===== config.mk =====
export PLATFORM = sky130hd
export DESIGN_NAME = score_table_descending_sort_unit
export DESIGN_NICKNAME = d
export VERILOG_FILES = /design/src/sv/stdsu_pkg.sv /design/src/sv/stdsu_front.sv /design/src/sv/stdsu_back.sv /design/src/sv/score_table_descending_sort_unit.sv
export SDC_FILE = /design/constraint.sdc
export NUM_CORES = 2
export LEC_CHECK = 0
export BUFFER_PORTS_ARGS = -buffer_cell sky130_fd_sc_hd__buf_2
export CORE_MARGIN = 2
export CORE_UTILIZATION = 56
export DETAILED_ROUTE_END_ITERATION = 8
export PLACE_DENSITY_LB_ADDON = 0.25
export SLEW_MARGIN = 20
export SYNTH_ARGS = -nofsm -noshare
export SYNTH_HDL_FRONTEND = slang
export SYNTH_SLANG_ARGS = --single-unit

===== constraint.sdc =====
create_clock -name clock -period 6.3 [get_ports clock]
set_clock_uncertainty 0.15 [all_clocks]
set_input_delay 0.315 -clock clock [delete_from_list [all_inputs] [get_ports clock]]
set_output_delay 0.315 -clock clock [all_outputs]
set_load 0.05 [all_outputs]

===== src/sv/stdsu_pkg.sv =====
package stdsu_pkg;

   localparam int TagWidth   = 8;
   localparam int ScoreWidth = 31;
   localparam int DataWidth  = 40;   // tag + score, padded to whole bytes

   // one queued entry from the front end
   typedef struct packed {
      logic [TagWidth-1:0]   tag;
      logic [ScoreWidth-1:0] score;
      logic                  last;
   } entry_type;

   // back end sequencer states
   typedef enum logic [1:0] {
      ST_LOAD = 2'b01,
      ST_EMIT = 2'b10
   } state_type;

endpackage


===== src/sv/stdsu_front.sv =====
module stdsu_front (
   input  logic                 clock,
   input  logic                 reset,
   input  logic                 req_tvalid,
   output logic                 req_tready,
   input  logic [stdsu_pkg::DataWidth-1:0] req_tdata,
   input  logic                 req_tlast,
   output logic                 q_valid,
   input  logic                 q_ready,
   output stdsu_pkg::entry_type q_entry
);
   import stdsu_pkg::*;

   entry_type  slot_ff [2];
   logic       wr_ptr_ff, wr_ptr_in;
   logic       rd_ptr_ff, rd_ptr_in;
   logic [1:0] fill_ff, fill_in;
   logic       push, pop;
   entry_type  in_entry;

   // unpack the incoming item
   assign in_entry.tag   = req_tdata[TagWidth-1:0];
   assign in_entry.score = req_tdata[TagWidth+ScoreWidth-1:TagWidth];
   assign in_entry.last  = req_tlast;

   assign req_tready = (fill_ff != 2'd2);
   assign push       = req_tvalid && req_tready;
   assign q_valid    = (fill_ff != 2'd0);
   assign pop        = q_valid && q_ready;
   assign q_entry    = slot_ff[rd_ptr_ff];

   // two-entry queue pointers
   always_comb begin
      wr_ptr_in = push ? ~wr_ptr_ff : wr_ptr_ff;
      rd_ptr_in = pop  ? ~rd_ptr_ff : rd_ptr_ff;
      fill_in   = fill_ff + {1'b0, push} - {1'b0, pop};
   end

   always_ff @(posedge clock) begin
      if (reset) begin
         wr_ptr_ff <= 1'b0;
         rd_ptr_ff <= 1'b0;
         fill_ff   <= 2'd0;
      end else begin
         wr_ptr_ff <= wr_ptr_in;
         rd_ptr_ff <= rd_ptr_in;
         fill_ff   <= fill_in;
      end
   end

   // queue storage, no reset needed
   always_ff @(posedge clock) begin
      if (push) slot_ff[wr_ptr_ff] <= in_entry;
   end

endmodule


===== src/sv/stdsu_back.sv =====
module stdsu_back #(
   parameter int MAX_ENTRIES = 16
) (
   input  logic                 clock,
   input  logic                 reset,
   input  logic                 q_valid,
   output logic                 q_ready,
   input  stdsu_pkg::entry_type q_entry,
   output logic                 rsp_tvalid,
   input  logic                 rsp_tready,
   output logic [stdsu_pkg::DataWidth-1:0] rsp_tdata,
   output logic                 rsp_tlast,
   output logic                 rsp_tuser
);
   import stdsu_pkg::*;

   localparam int CW = $clog2(MAX_ENTRIES + 1);

   state_type             state_ff, state_in;
   logic [CW-1:0]         count_ff, count_in;
   logic                  dropped_ff, dropped_in;
   logic [ScoreWidth-1:0] score_ff [MAX_ENTRIES];
   logic [ScoreWidth-1:0] score_in [MAX_ENTRIES];
   logic [TagWidth-1:0]   tag_ff   [MAX_ENTRIES];
   logic [TagWidth-1:0]   tag_in   [MAX_ENTRIES];
   logic [MAX_ENTRIES-1:0] valid, gt, shift;
   logic                  pop, store, rsp_fire, full;

   assign q_ready  = (state_ff == ST_LOAD);
   assign pop      = q_valid && q_ready;
   assign full     = (count_ff == CW'(MAX_ENTRIES));
   assign store    = pop && !full;
   assign rsp_fire = rsp_tvalid && rsp_tready;

   // per-cell compare against the entry being inserted
   always_comb begin
      for (int i = 0; i < MAX_ENTRIES; i++) begin
         valid[i] = (CW'(i) < count_ff);
         gt[i]    = (q_entry.score > score_ff[i]);
         shift[i] = valid[i] && gt[i];
      end
   end

   // insertion chain while loading, shift toward cell 0 while emitting
   for (genvar g = 0; g < MAX_ENTRIES; g++) begin : g_cell
      logic from_prev, from_next;
      if (g == 0) begin : g_head
         assign from_prev = 1'b0;
      end else begin : g_body
         assign from_prev = shift[g-1];
      end
      if (g == MAX_ENTRIES - 1) begin : g_tail
         assign from_next = 1'b0;
      end else begin : g_inner
         assign from_next = 1'b1;
      end

      always_comb begin
         score_in[g] = score_ff[g];
         tag_in[g]   = tag_ff[g];
         if (store) begin
            if (from_prev) begin
               score_in[g] = score_ff[(g == 0) ? 0 : g-1];
               tag_in[g]   = tag_ff[(g == 0) ? 0 : g-1];
            end else if (!valid[g] || gt[g]) begin
               score_in[g] = q_entry.score;
               tag_in[g]   = q_entry.tag;
            end
         end else if (rsp_fire && from_next) begin
            score_in[g] = score_ff[(g == MAX_ENTRIES - 1) ? g : g+1];
            tag_in[g]   = tag_ff[(g == MAX_ENTRIES - 1) ? g : g+1];
         end
      end

      always_ff @(posedge clock) begin
         score_ff[g] <= score_in[g];
         tag_ff[g]   <= tag_in[g];
      end
   end

   // sequencer: load until last, then drain the sorted cells
   always_comb begin
      state_in   = state_ff;
      count_in   = count_ff;
      dropped_in = dropped_ff;
      case (state_ff)
         ST_LOAD: begin
            if (pop) begin
               if (full) dropped_in = 1'b1;
               else      count_in   = count_ff + CW'(1);
               if (q_entry.last) state_in = ST_EMIT;
            end
         end
         ST_EMIT: begin
            if (rsp_fire) begin
               count_in = count_ff - CW'(1);
               if (count_ff == CW'(1)) begin
                  dropped_in = 1'b0;
                  state_in   = ST_LOAD;
               end
            end
         end
         default: state_in = ST_LOAD;
      endcase
   end

   always_ff @(posedge clock) begin
      if (reset) begin
         state_ff   <= ST_LOAD;
         count_ff   <= '0;
         dropped_ff <= 1'b0;
      end else begin
         state_ff   <= state_in;
         count_ff   <= count_in;
         dropped_ff <= dropped_in;
      end
   end

   // result comes straight from the head cell
   assign rsp_tvalid = (state_ff == ST_EMIT);
   assign rsp_tdata  = {{(DataWidth-TagWidth-ScoreWidth){1'b0}}, score_ff[0], tag_ff[0]};
   assign rsp_tlast  = (count_ff == CW'(1));
   assign rsp_tuser  = dropped_ff;

endmodule


===== src/sv/score_table_descending_sort_unit.sv =====
// Descending score sort. Entries (tag, score) stream in one item per cycle
// while req_tready is high and pass through a two-entry queue into an
// insertion chain of MAX_ENTRIES cells, which keeps them in descending
// score order as they arrive (equal scores keep arrival order). The item
// with tlast closes the set; the sorted entries then leave one per cycle
// from the head cell while rsp_tready is high, tlast on the lowest-ranked
// one and tuser set on every result if entries past capacity were dropped.
// Each item is placed by a parallel compare across all cells; loading of
// the next set resumes the cycle after the last result is taken, with the
// queue holding up to two items meanwhile.
module score_table_descending_sort_unit #(
   parameter int MAX_ENTRIES = 16
) (
   input  logic        clock,
   input  logic        reset,
   input  logic        req_tvalid,
   output logic        req_tready,
   input  logic [stdsu_pkg::DataWidth-1:0] req_tdata,  // player_tag, score, zero pad
   input  logic        req_tlast,                      // last
   output logic        rsp_tvalid,
   input  logic        rsp_tready,
   output logic [stdsu_pkg::DataWidth-1:0] rsp_tdata,  // out_tag, out_score, zero pad
   output logic        rsp_tlast,                      // out_last
   output logic        rsp_tuser                       // overflow
);
   import stdsu_pkg::*;

   entry_type q_entry;
   logic      q_valid, q_ready;

   stdsu_front u_front (
      .clock      (clock),
      .reset      (reset),
      .req_tvalid (req_tvalid),
      .req_tready (req_tready),
      .req_tdata  (req_tdata),
      .req_tlast  (req_tlast),
      .q_valid    (q_valid),
      .q_ready    (q_ready),
      .q_entry    (q_entry)
   );

   stdsu_back #(
      .MAX_ENTRIES (MAX_ENTRIES)
   ) u_back (
      .clock      (clock),
      .reset      (reset),
      .q_valid    (q_valid),
      .q_ready    (q_ready),
      .q_entry    (q_entry),
      .rsp_tvalid (rsp_tvalid),
      .rsp_tready (rsp_tready),
      .rsp_tdata  (rsp_tdata),
      .rsp_tlast  (rsp_tlast),
      .rsp_tuser  (rsp_tuser)
   );

endmodule


==> flow_results.xml <==
<?xml version="1.0" encoding="UTF-8"?>
<metrics>
  <group name="floorplanning">
    <metric name="placement_rows" unit="">106</metric>
    <metric name="die_area" unit="µm²">87260</metric>
    <metric name="overall_die_height" unit="µm">295.4</metric>
    <metric name="core_region_area" unit="µm²">83820</metric>
    <metric name="ios" unit="">89</metric>
    <metric name="initial_core_util" unit="">0.5673</metric>
    <metric name="die_w" unit="µm">295.4</metric>
  </group>
  <group name="worst_hold_path">
    <metric name="hold_start" unit="">req_tdata[10]</metric>
    <metric name="holdCritPathClass" unit="">input port to flip-flop</metric>
  </group>
  <group name="logic_synthesis">
    <metric name="netlist_instances" unit="">4620</metric>
    <metric name="most_instantiated_cells_after_synthesis" unit="">edfxtp_1 (704), inv_1 (588), ha_1 (501)</metric>
    <metric name="yosysWarningCount" unit="">0</metric>
    <metric name="synth.most_common_cell" unit="">edfxtp_1</metric>
    <metric name="yosys-top-cells-area" unit="">edfxtp_1 (44%), ha_1 (13%), a221o_1 (5.8%), inv_1 (4.6%), nand2_1 (3.6%)</metric>
    <metric name="asyncSetResetFlopFracSynth" unit="">0</metric>
    <metric name="synth_seq_area_share" unit="">0.4501</metric>
    <metric name="postSynth.topFlopCell" unit="">edfxtp_1</metric>
    <metric name="yosysTopAreaCellShare" unit="">0.4446</metric>
    <metric name="avgSynthCellArea" unit="µm²">10.29</metric>
    <metric name="most_area_hungry_cell_type_in_the_yosys_netlist" unit="">edfxtp_1</metric>
    <metric name="synth.ff_latch_count" unit="">717</metric>
    <metric name="yosysUniqueCellTypes" unit="">80</metric>
    <metric name="postSynthNetCount" unit="">5166</metric>
    <metric name="synth-edff-count" unit="">704</metric>
    <metric name="synth.cell_area" unit="µm²">47550</metric>
  </group>
  <group name="timing">
    <metric name="fmax" unit="MHz">172.8</metric>
    <metric name="final_max_slew_viol_count" unit="">0</metric>
    <metric name="timing.slew.headroom" unit="">0.1792</metric>
    <metric name="rsz0062_at_grt" unit="">false</metric>
    <metric name="setup-violations-final" unit="">0</metric>
    <metric name="finalHoldViolCount" unit="">0</metric>
    <metric name="totalNegativeSetupSlack" unit="ns">0</metric>
    <metric name="final_period_minus_worst_setup_slack" unit="ns">5.788</metric>
    <metric name="period_share" unit="">0.9188</metric>
    <metric name="timing_worst_slew_pin_value" unit="ns">1.227</metric>
  </group>
  <group name="grt">
    <metric name="grt_remaining_overflow" unit="">0</metric>
    <metric name="grt_util_all_layers" unit="">0.3842</metric>
    <metric name="grt_antenna_before_repair" unit="">1</metric>
    <metric name="grt_pass1_wl" unit="µm">246700</metric>
    <metric name="first_global_vias" unit="">38210</metric>
    <metric name="maximum_number_of_pins_on_one_net_before_global_route_repair" unit="">207</metric>
  </group>
  <group name="worst_setup_path">
    <metric name="cp_cell_sequence" unit="">mux2_2 &gt; buf_4 &gt; ha_1 &gt; nand4_1 &gt; nor3_2 &gt; a21boi_0 &gt; or2_2 &gt; nand2_1 &gt; a31oi_4 &gt; buf_4</metric>
    <metric name="slowest_stage" unit="">dfxtp_2</metric>
    <metric name="crit_top_cell" unit="">buf_4</metric>
    <metric name="start_kind" unit="">flip-flop</metric>
    <metric name="crit_arrival" unit="ns">5.91</metric>
    <metric name="worst_path_largest_cell_delay" unit="ns">0.73</metric>
    <metric name="critical_path.n_buffers_inverters" unit="">2</metric>
    <metric name="required" unit="ns">6.43</metric>
    <metric name="timing.critical_path.fanout_max" unit="">24</metric>
    <metric name="path_delay_family" unit="">simple AND/OR/NAND/NOR gates</metric>
    <metric name="cp-end-kind" unit="">flip-flop</metric>
    <metric name="setup.worst_path.class" unit="">flip-flop to flip-flop</metric>
  </group>
  <group name="final_layout">
    <metric name="final_layout_size_suffix_gt1_frac" unit="">0.1094</metric>
    <metric name="fillerInstances" unit="">6753</metric>
    <metric name="area.growth.synth_to_final" unit="%">9.912</metric>
    <metric name="footprint_of_the_multi_input_gates" unit="µm²">22600</metric>
    <metric name="ff_latch_area" unit="µm²">21400</metric>
    <metric name="final_net_count" unit="">5179</metric>
  </group>
  <group name="routing">
    <metric name="drt.antenna.violating_nets" unit="">0</metric>
    <metric name="detail_route.vias_per_cell" unit="">6.925</metric>
    <metric name="detail_route.first_pass.iterations" unit="">9</metric>
    <metric name="first_iter_violations" unit="">6273</metric>
    <metric name="drt-total-wl" unit="µm">170600</metric>
    <metric name="final_routed_wire_length_divided_by_cell_count" unit="µm">29.24</metric>
    <metric name="drc" unit="">0</metric>
    <metric name="vias_after_detailed_routing" unit="">40390</metric>
  </group>
  <group name="clock_tree">
    <metric name="cts_tree" unit="">yes</metric>
    <metric name="clock_insertion_delay_worst_skew" unit="ns">0.66</metric>
    <metric name="cts.repair.resized" unit="">0</metric>
    <metric name="cts_max_level" unit="">3</metric>
    <metric name="clk_root_buffer_cell" unit="">clkbuf_16</metric>
    <metric name="cts-hold-fix-buffers" unit="">43</metric>
    <metric name="clock_path_buffers" unit="">3</metric>
    <metric name="number_of_sinks_handled_by_clock_tree_synthesis" unit="">717</metric>
    <metric name="clock_slew_seen_by_the_registers_of_the_worst_setup_and_hold_paths" unit="ns">0.06</metric>
    <metric name="cts.repair_timing.setup_buffer_count" unit="">0</metric>
    <metric name="num_cts_buffers" unit="">82</metric>
  </group>
  <group name="place">
    <metric name="placement.io_buffers" unit="">86</metric>
    <metric name="dp_hpwl" unit="µm">116500</metric>
    <metric name="globalplace.congestion" unit="">1.026</metric>
  </group>
  <group name="outcome">
    <metric name="run_status" unit="">completed</metric>
  </group>
  <group name="job">
    <metric name="max_cap_viol_count" unit="">0</metric>
  </group>
</metrics>
## through the flow
stage	area (µm²)	utilization	std cells	setup WS, ns	hold slack [ns]
2_1_floorplan	47550	-	4620	0.9378	0.2366
3_3_place_gp	49280	0.5879	5640	0.8817	0.3445
3_5_place_dp	49280	0.5879	5640	0.8023	0.3437
4_1_cts	52250	0.6234	5831	0.7503	0.2132
5_1_grt	52260	0.6234	5831	0.5798	0.2352
6_report	52260	0.6235	5833	0.5119	0.2360
## worst register-to-register path, cell delays in order, from the launching register on
cell      delay [ns]
dfxtp_2         0.73
mux2_2          0.63
buf_4           0.27
ha_1            0.32
nand4_1         0.38
nor3_2          0.40
a21boi_0        0.59
or2_2           0.43
nand2_1         0.21
a31oi_4         0.69
buf_4           0.61
## cells by family after synthesis
logic type | share of synthesized area
xor gates and xnor gates | 0.001474
buffers and inverters | 0.08468
other | 0.00007887
adders and majority gates | 0.1318
DFF | 0.4501
muxes | 0.01913
AOI/OAI and AO/OA | 0.1834
and+or+nand+nor | 0.1293
## registers in the layout (all words and copies together), names as in the netlist, named ones only
signal             cells
u_back.count_ff        5
u_back.rsp_tuser       1
u_back.score_ff      496
u_back.state_ff        2
u_back.tag_ff        128
u_front.fill_ff        2
u_front.rd_ptr_ff      1
u_front.slot_ff       80
u_front.wr_ptr_ff      1
## placed cells by master (no fill, tap or decap), types with 18 or more instances in the layout
| cell type | netlist | routed |
|---|---|---|
| a211o_1 | 40 | 40 |
| a21o_1 | 64 | 64 |
| a21oi_1 | 202 | 198 |
| a221o_1 | 275 | 275 |
| and2_0 | 30 | 29 |
| and2_1 | 52 | 49 |
| buf_12 | 0 | 22 |
| buf_2 | 95 | 86 |
| buf_4 | 79 | 105 |
| clkbuf_1 | 123 | 18 |
| clkbuf_16 | 0 | 85 |
| dlygate4sd3_1 | 0 | 43 |
| edfxtp_1 | 704 | 704 |
| ha_1 | 501 | 501 |
| inv_1 | 588 | 588 |
| mux2_2 | 72 | 72 |
| nand2_1 | 458 | 456 |
| nand3_1 | 214 | 213 |
| nand4_1 | 97 | 97 |
| nor2_1 | 226 | 223 |
| nor2b_1 | 28 | 27 |
| nor3_1 | 124 | 123 |
| o21ai_0 | 149 | 149 |
| o221ai_1 | 76 | 76 |
| o311ai_0 | 96 | 96 |
| o311ai_1 | 26 | 26 |
| o311ai_2 | 30 | 30 |
## per-layer routing
metal,GRT usage,wire (µm),vias to the layer above
met3,0.09412,22290,597
met4,0.2472,12630,0
met5,0,0,-
met2,0.5673,72420,3149
li1,-,-,17360
met1,0.5055,63210,19290
## path summary, 6_finish.rpt
path | end | slack (ns) | depth (start not counted)
setup / recovery | u_back.score_ff[0][209]$_DFFE_PP_ | 0.51 | 10
setup reg to reg | u_back.score_ff[0][209]$_DFFE_PP_ | 0.51 | 10
hold / removal | u_front.slot_ff[0][3]$_DFFE_PP_ | 0.24 | 2
hold reg to reg | u_back.rsp_tuser$_SDFFE_PP0P_ | 0.35 | 2
## final cells by class
| class | count | share of cell area |
|---|---|---|
| timing repair buffer | 256 | 0.03998 |
| tap | 1134 | 0.02715 |
| sequential | 717 | 0.4095 |
| antenna | 2 | 0.00009576 |
| clock buffer | 108 | 0.04331 |
| inverter | 588 | 0.04223 |
| clock inverter | 40 | 0.005315 |
| multi-input combinational | 2988 | 0.4324 |
Power is not shown: default switching activity piles up to over one toggle a cycle in this logic, so the estimate is an artifact.
